File: src/sv/mlp_relu_argmax_classifier_defines.svh
// Assertion macros shared by the classifier RTL.
// No dependencies; included by the files that carry assertions.
`ifndef MLP_RELU_ARGMAX_CLASSIFIER_DEFINES_SVH
`define MLP_RELU_ARGMAX_CLASSIFIER_DEFINES_SVH

// Implication checked on every rising clock edge outside reset.
`define MRA_ASSERT_IMPL(label, clk, rst, ante, cons) \
   label: assert property (@(posedge clk) disable iff (rst) (ante) |-> (cons)) \
      else $error("assertion failed");

// Next-cycle implication checked outside reset.
`define MRA_ASSERT_NEXT(label, clk, rst, ante, cons) \
   label: assert property (@(posedge clk) disable iff (rst) (ante) |=> (cons)) \
      else $error("assertion failed");

`endif

File: src/sv/mra_pkg.sv
// Shared constants, types and the controller/datapath command struct.
// No dependencies.
package mra_pkg;
   localparam int Features  = 4;
   localparam int Hidden    = 32;
   localparam int Classes   = 3;
   localparam int WordBits  = 16;
   localparam int AccBits   = 40;
   localparam int B1Base    = Hidden * Features;
   localparam int W2Base    = B1Base + Hidden;
   localparam int B2Base    = W2Base + Classes * Hidden;
   localparam int ParamDepth = B2Base + Classes;
   localparam int AddrBits  = 9;
   localparam int HidBits   = $clog2(Hidden);
   localparam int FeatBits  = $clog2(Features);
   localparam int ClsBits   = 2;

   localparam logic OP_LOAD     = 1'b0;
   localparam logic OP_CLASSIFY = 1'b1;

   // Datapath phase for each memory read issued by the controller.
   typedef enum logic [2:0] {
      PH_NONE, PH_B1, PH_W1, PH_B2, PH_W2
   } phase_type;

   typedef struct packed {
      logic                start;     // latch features, label and last flag
      logic                rd_en;     // read parameter at rd_addr
      logic [AddrBits-1:0] rd_addr;
      phase_type           phase;     // meaning of that read
      logic [FeatBits-1:0] feat;      // feature index for W1 reads
      logic [HidBits-1:0]  hid;       // hidden index for W1 end / W2 reads
      logic                hid_last;  // last W1 term of a hidden unit
      logic                cls_last;  // last W2 term of a class
      logic [ClsBits-1:0]  cls;
      logic                finish;    // all classes scored
   } dp_cmd_type;
endpackage

File: src/sv/mra_ctrl.sv
// Sequencer for one classification: issues parameter reads in order.
// Depends on mra_pkg.
module mra_ctrl
   import mra_pkg::*;
(
   input  logic       clock,
   input  logic       reset,
   input  logic       go,
   input  logic       dp_done,
   output logic       busy,
   output dp_cmd_type cmd
);
   typedef enum logic [2:0] {S_IDLE, S_B1, S_W1, S_B2, S_W2, S_WAIT} state_type;

   state_type           state_ff, state_in;
   logic [HidBits-1:0]  hid_ff, hid_in;
   logic [FeatBits-1:0] feat_ff, feat_in;
   logic [ClsBits-1:0]  cls_ff, cls_in;

   // Next state and read commands.
   always_comb begin
      state_in = state_ff;
      hid_in   = hid_ff;
      feat_in  = feat_ff;
      cls_in   = cls_ff;
      cmd      = '0;
      cmd.hid  = hid_ff;
      cmd.feat = feat_ff;
      cmd.cls  = cls_ff;
      unique case (state_ff)
         S_IDLE: begin
            if (go) begin
               cmd.start = 1'b1;
               hid_in    = '0;
               feat_in   = '0;
               cls_in    = '0;
               state_in  = S_B1;
            end
         end
         S_B1: begin
            cmd.rd_en   = 1'b1;
            cmd.phase   = PH_B1;
            cmd.rd_addr = AddrBits'(B1Base) + AddrBits'(hid_ff);
            state_in    = S_W1;
         end
         S_W1: begin
            cmd.rd_en    = 1'b1;
            cmd.phase    = PH_W1;
            cmd.rd_addr  = AddrBits'({hid_ff, feat_ff});
            cmd.hid_last = (feat_ff == FeatBits'(Features - 1));
            feat_in      = feat_ff + 1'b1;
            if (cmd.hid_last) begin
               feat_in = '0;
               hid_in  = hid_ff + 1'b1;
               state_in = (hid_ff == HidBits'(Hidden - 1)) ? S_B2 : S_B1;
            end
         end
         S_B2: begin
            cmd.rd_en   = 1'b1;
            cmd.phase   = PH_B2;
            cmd.rd_addr = AddrBits'(B2Base) + AddrBits'(cls_ff);
            hid_in      = '0;
            state_in    = S_W2;
         end
         S_W2: begin
            cmd.rd_en    = 1'b1;
            cmd.phase    = PH_W2;
            cmd.rd_addr  = AddrBits'(W2Base) + AddrBits'(cls_ff) * AddrBits'(Hidden)
                         + AddrBits'(hid_ff);
            cmd.cls_last = (hid_ff == HidBits'(Hidden - 1));
            hid_in       = hid_ff + 1'b1;
            if (cmd.cls_last) begin
               cls_in = cls_ff + 1'b1;
               if (cls_ff == ClsBits'(Classes - 1)) begin
                  cmd.finish = 1'b1;
                  state_in   = S_WAIT;
               end else begin
                  state_in = S_B2;
               end
            end
         end
         S_WAIT: begin
            if (dp_done) state_in = S_IDLE;
         end
         default: state_in = S_IDLE;
      endcase
   end

   assign busy = (state_ff != S_IDLE);

   always_ff @(posedge clock) begin
      if (reset) begin
         state_ff <= S_IDLE;
         hid_ff   <= '0;
         feat_ff  <= '0;
         cls_ff   <= '0;
      end else begin
         state_ff <= state_in;
         hid_ff   <= hid_in;
         feat_ff  <= feat_in;
         cls_ff   <= cls_in;
      end
   end
endmodule

File: config.mk
export PLATFORM = sky130hd
export DESIGN_NAME = mra_ctrl
export DESIGN_NICKNAME = d
export VERILOG_FILES = /design/src/sv/mlp_relu_argmax_classifier_defines.svh /design/src/sv/mra_pkg.sv /design/src/sv/mra_ctrl.sv
export SDC_FILE = /design/constraint.sdc
export NUM_CORES = 1
export LEC_CHECK = 0
export BUFFER_PORTS_ARGS = -buffer_cell sky130_fd_sc_hd__buf_2
export CAP_MARGIN = 20
export CORE_MARGIN = 2
export CORE_UTILIZATION = 40
export DETAILED_ROUTE_END_ITERATION = 10
export GPL_ROUTABILITY_DRIVEN = 0
export MAX_ROUTING_LAYER = met4
export PLACE_DENSITY_LB_ADDON = 0.12
export SLEW_MARGIN = 10
export SYNTH_ARGS = -nofsm -noshare
export SYNTH_HDL_FRONTEND = slang
export SYNTH_SLANG_ARGS = --single-unit
export TNS_END_PERCENT = 30
File: constraint.sdc
create_clock -name clock -period 1.93 [get_ports clock]
set_input_delay 0.193 -clock clock [delete_from_list [all_inputs] [get_ports clock]]
set_output_delay 0.193 -clock clock [all_outputs]
set_load 0.01 [all_outputs]
==> results.json <==
{
  "syn_area_per_cell_um2": 7.82,
  "grt_pass1_wl_um": 4170,
  "synth_seq_area_share_pct": 25.6,
  "hp-class": "in2reg",
  "drv_slew": 0,
  "wl_met2_um": 1180,
  "cts_buffers": 3,
  "die_x_um": 52.4,
  "synth_common_cells": "nor2_1, dfxtp_1, nand2_1, a21oi_1, o21ai_1",
  "synth_fp_nets": 129,
  "tns_ns": 0,
  "slew_headroom_pct": 77.1,
  "worstPathRequired_ns": 1.74,
  "grt_max_degree": 14,
  "cp_top_family": "simple AND/OR/NAND/NOR gates",
  "ioPinCount": 31,
  "synth-edff-count": 0,
  "die_area_um2": 2750,
  "p_leak_nw": 0.594,
  "initial_core_util_pct": 42.4,
  "yosysTopAreaCellShare_pct": 25.6,
  "cp-start-kind": "flip-flop",
  "outcome": "finished, final reports clean",
  "core_area_um2": 2210,
  "final_nets": 173,
  "synthCells": 120,
  "period_needed_ns": 1.83,
  "hpwl_um": 1890,
  "route.vias.total": 1026,
  "rsz0062_at_grt": "false",
  "ant_nets": 0,
  "cp_slowest_cell": "dfxtp_4",
  "wl_per_cell_um": 13.5,
  "endpoint_kind": "output port",
  "track_usage_pct": 21.0,
  "m1WireLength_um": 1160,
  "max_freq_ghz": 0.545,
  "tritoncts": "built",
  "fin_skew_ns": 0.00787,
  "io_buffers": 30,
  "tightest_slew_ns": 0.342,
  "crit_chain": "ha_4 > and3_4 > ha_2 > nand4bb_1 > inv_2 > and2_1 > buf_2",
  "fillers": 226,
  "postSynth.asyncResetShare_pct": 0,
  "htree_levels": 1,
  "clkTransAtPathRegs_ns": 0.09,
  "yosys-top-cells-area": "dfxtp_1, nor2_1, ha_1, a22o_1, a21oi_1",
  "max_cap_viol_count": 0,
  "netlist_area_um2": 938,
  "r2r_cells": 10,
  "arrival_ns": 1.64,
  "overflow": 0,
  "peakVddDrop_mv": 0.356,
  "hold_viol": 0,
  "cpPeakStageDelay_ns": 0.38,
  "clk_latency_ns": 0.28,
  "drtPass1Iterations": 4,
  "viasPerCell": 5.37,
  "crit_type": "reg2out",
  "yosysTopAreaCell": "dfxtp_1",
  "drc": 0,
  "wl_met3_um": 194,
  "critPathMaxFanout": 4,
  "synth_top_flop_cell": "dfxtp_1",
  "cts.sinks": 12,
  "synth_warnings": 0,
  "drt_wl_total_um": 2580,
  "holdPathStages": 4,
  "rows": 17,
  "root_buffer": "clkbuf_4",
  "top_layer": "met4",
  "power_per_cell_area_nw_per_um2": 514,
  "yosysMostFrequentCell": "nor2_1",
  "diodes": 0,
  "fp.dieH_um": 52.4,
  "syn_to_final_growth_pct": 33.5,
  "crit_cells": 7,
  "grt_pass1_vias": 910,
  "stdcell_count": 191,
  "critical_path_buf_inv_count": 2,
  "synth.distinct_cells": 41,
  "antenna_found_initial": 0,
  "ys_ff_latch": 12,
  "clk_path_buf_depth": 2,
  "setup_viol": 0,
  "drt-initial-drc-count": 28,
  "layout-drive-gt1-share_pct": 41.7,
  "period_share_pct": 95.0,
  "dp.cells": 179
}
[area by class of cell]
| type | count | area (µm²) | share of cell area (%) |
|---|---|---|---|
| clock buffer | 4 | 36.3 | 2.90 |
| inverter | 9 | 33.8 | 2.70 |
| multi-input combinational | 94 | 647 | 51.6 |
| sequential | 12 | 245 | 19.6 |
| tap | 28 | 35.0 | 2.80 |
| timing repair buffer | 44 | 255 | 20.4 |
[state kept, by name, summed over array words and instances (netlist names)]
register  cells
cls_ff        2
feat_ff       2
hid_ff        5
state_ff      3
[logic make-up (layout without fill, tap and decap cells)]
group / after synthesis / in the layout / synth area share (%)
and+or+nand+nor: 54 / 54 / 28.9
AOI/OAI and AO/OA: 30 / 30 / 25.7
buffers and inverters: 14 / 57 / 7.60
adders and majority gates: 5 / 5 / 6.67
DFF: 12 / 12 / 25.6
xor gates and xnor gates: 1 / 1 / 0.934
muxes: 4 / 4 / 4.53
[repair_timing]
item / in CTS / in global routing
endpoints found under the setup margin: 2 / 4
hold buffers: 0 / 0
pin swaps: 1 / 1
setup buffers: 4 / 4
resized for setup: 3 / 5
[per-stage QoR]
stage / worst slack [ns] / utilization, % / hold slack, ns / cell area, µm² / total power, W
finish: 0.0958 / 56.6 / 0.225 / 1250 / 0.000644
detailed placement: 0.152 / 51.1 / 0.511 / 1130 / 0.000439
global route: 0.00428 / 56.6 / 0.230 / 1250 / 0.000674
global placement: 0.252 / 51.1 / 0.497 / 1130 / 0.000439
CTS: 0.0185 / 54.4 / 0.225 / 1200 / 0.000645
floorplan: 0.249 / - / 0.367 / 938 / 0.000395
[where the power goes]
group | internal, W | switching (W)
Clock | 0.000115 | 0.0000955
Sequential | 0.000253 | 0.0000102
Combinational | 0.0000699 | 0.000101
Total | 0.000437 | 0.000206
[path summary, 6_finish.rpt]
kind	from	to	slack, ns
min reg2reg	feat_ff[1]$_SDFFE_PP0P_	feat_ff[1]$_SDFFE_PP0P_	0.52
max	hid_ff[1]$_SDFFE_PP0P_	cmd[0]	0.1
max reg2reg	hid_ff[1]$_SDFFE_PP0P_	cls_ff[1]$_SDFFE_PP0P_	0.1
min	dp_done	state_ff[0]$_SDFFE_PP0P_	0.23
[worst min-delay path: cells and delay by family]
family | cells | cell delay (ns)
buffers and inverters | 1 | 0.09
AND/OR/NAND/NOR | 3 | 0.18
[placed cells by master (no fill, tap or decap), drive strengths merged, types with 2 or more instances in the layout]
master and instances:
mux2 2, dfxtp 12, mux2i 2, a31oi 4
nand2 8, clkbuf 4, buf 44, nand2b 4
nand3 4, o21ai 6, nor3 3, a21oi 7
nor2 25, ha 5, a22o 5, a211oi 3
nor2b 2, inv 9
[metal layers]
| metal | up-vias | track usage (%) |
|---|---|---|
| met5 | - | - |
| met4 | 0 | 7.69 |
| met3 | 6 | 2.86 |
| met2 | 45 | 32.3 |
| met1 | 466 | 28.0 |
| li1 | 509 | - |
(Power assumes the default switching activity.)
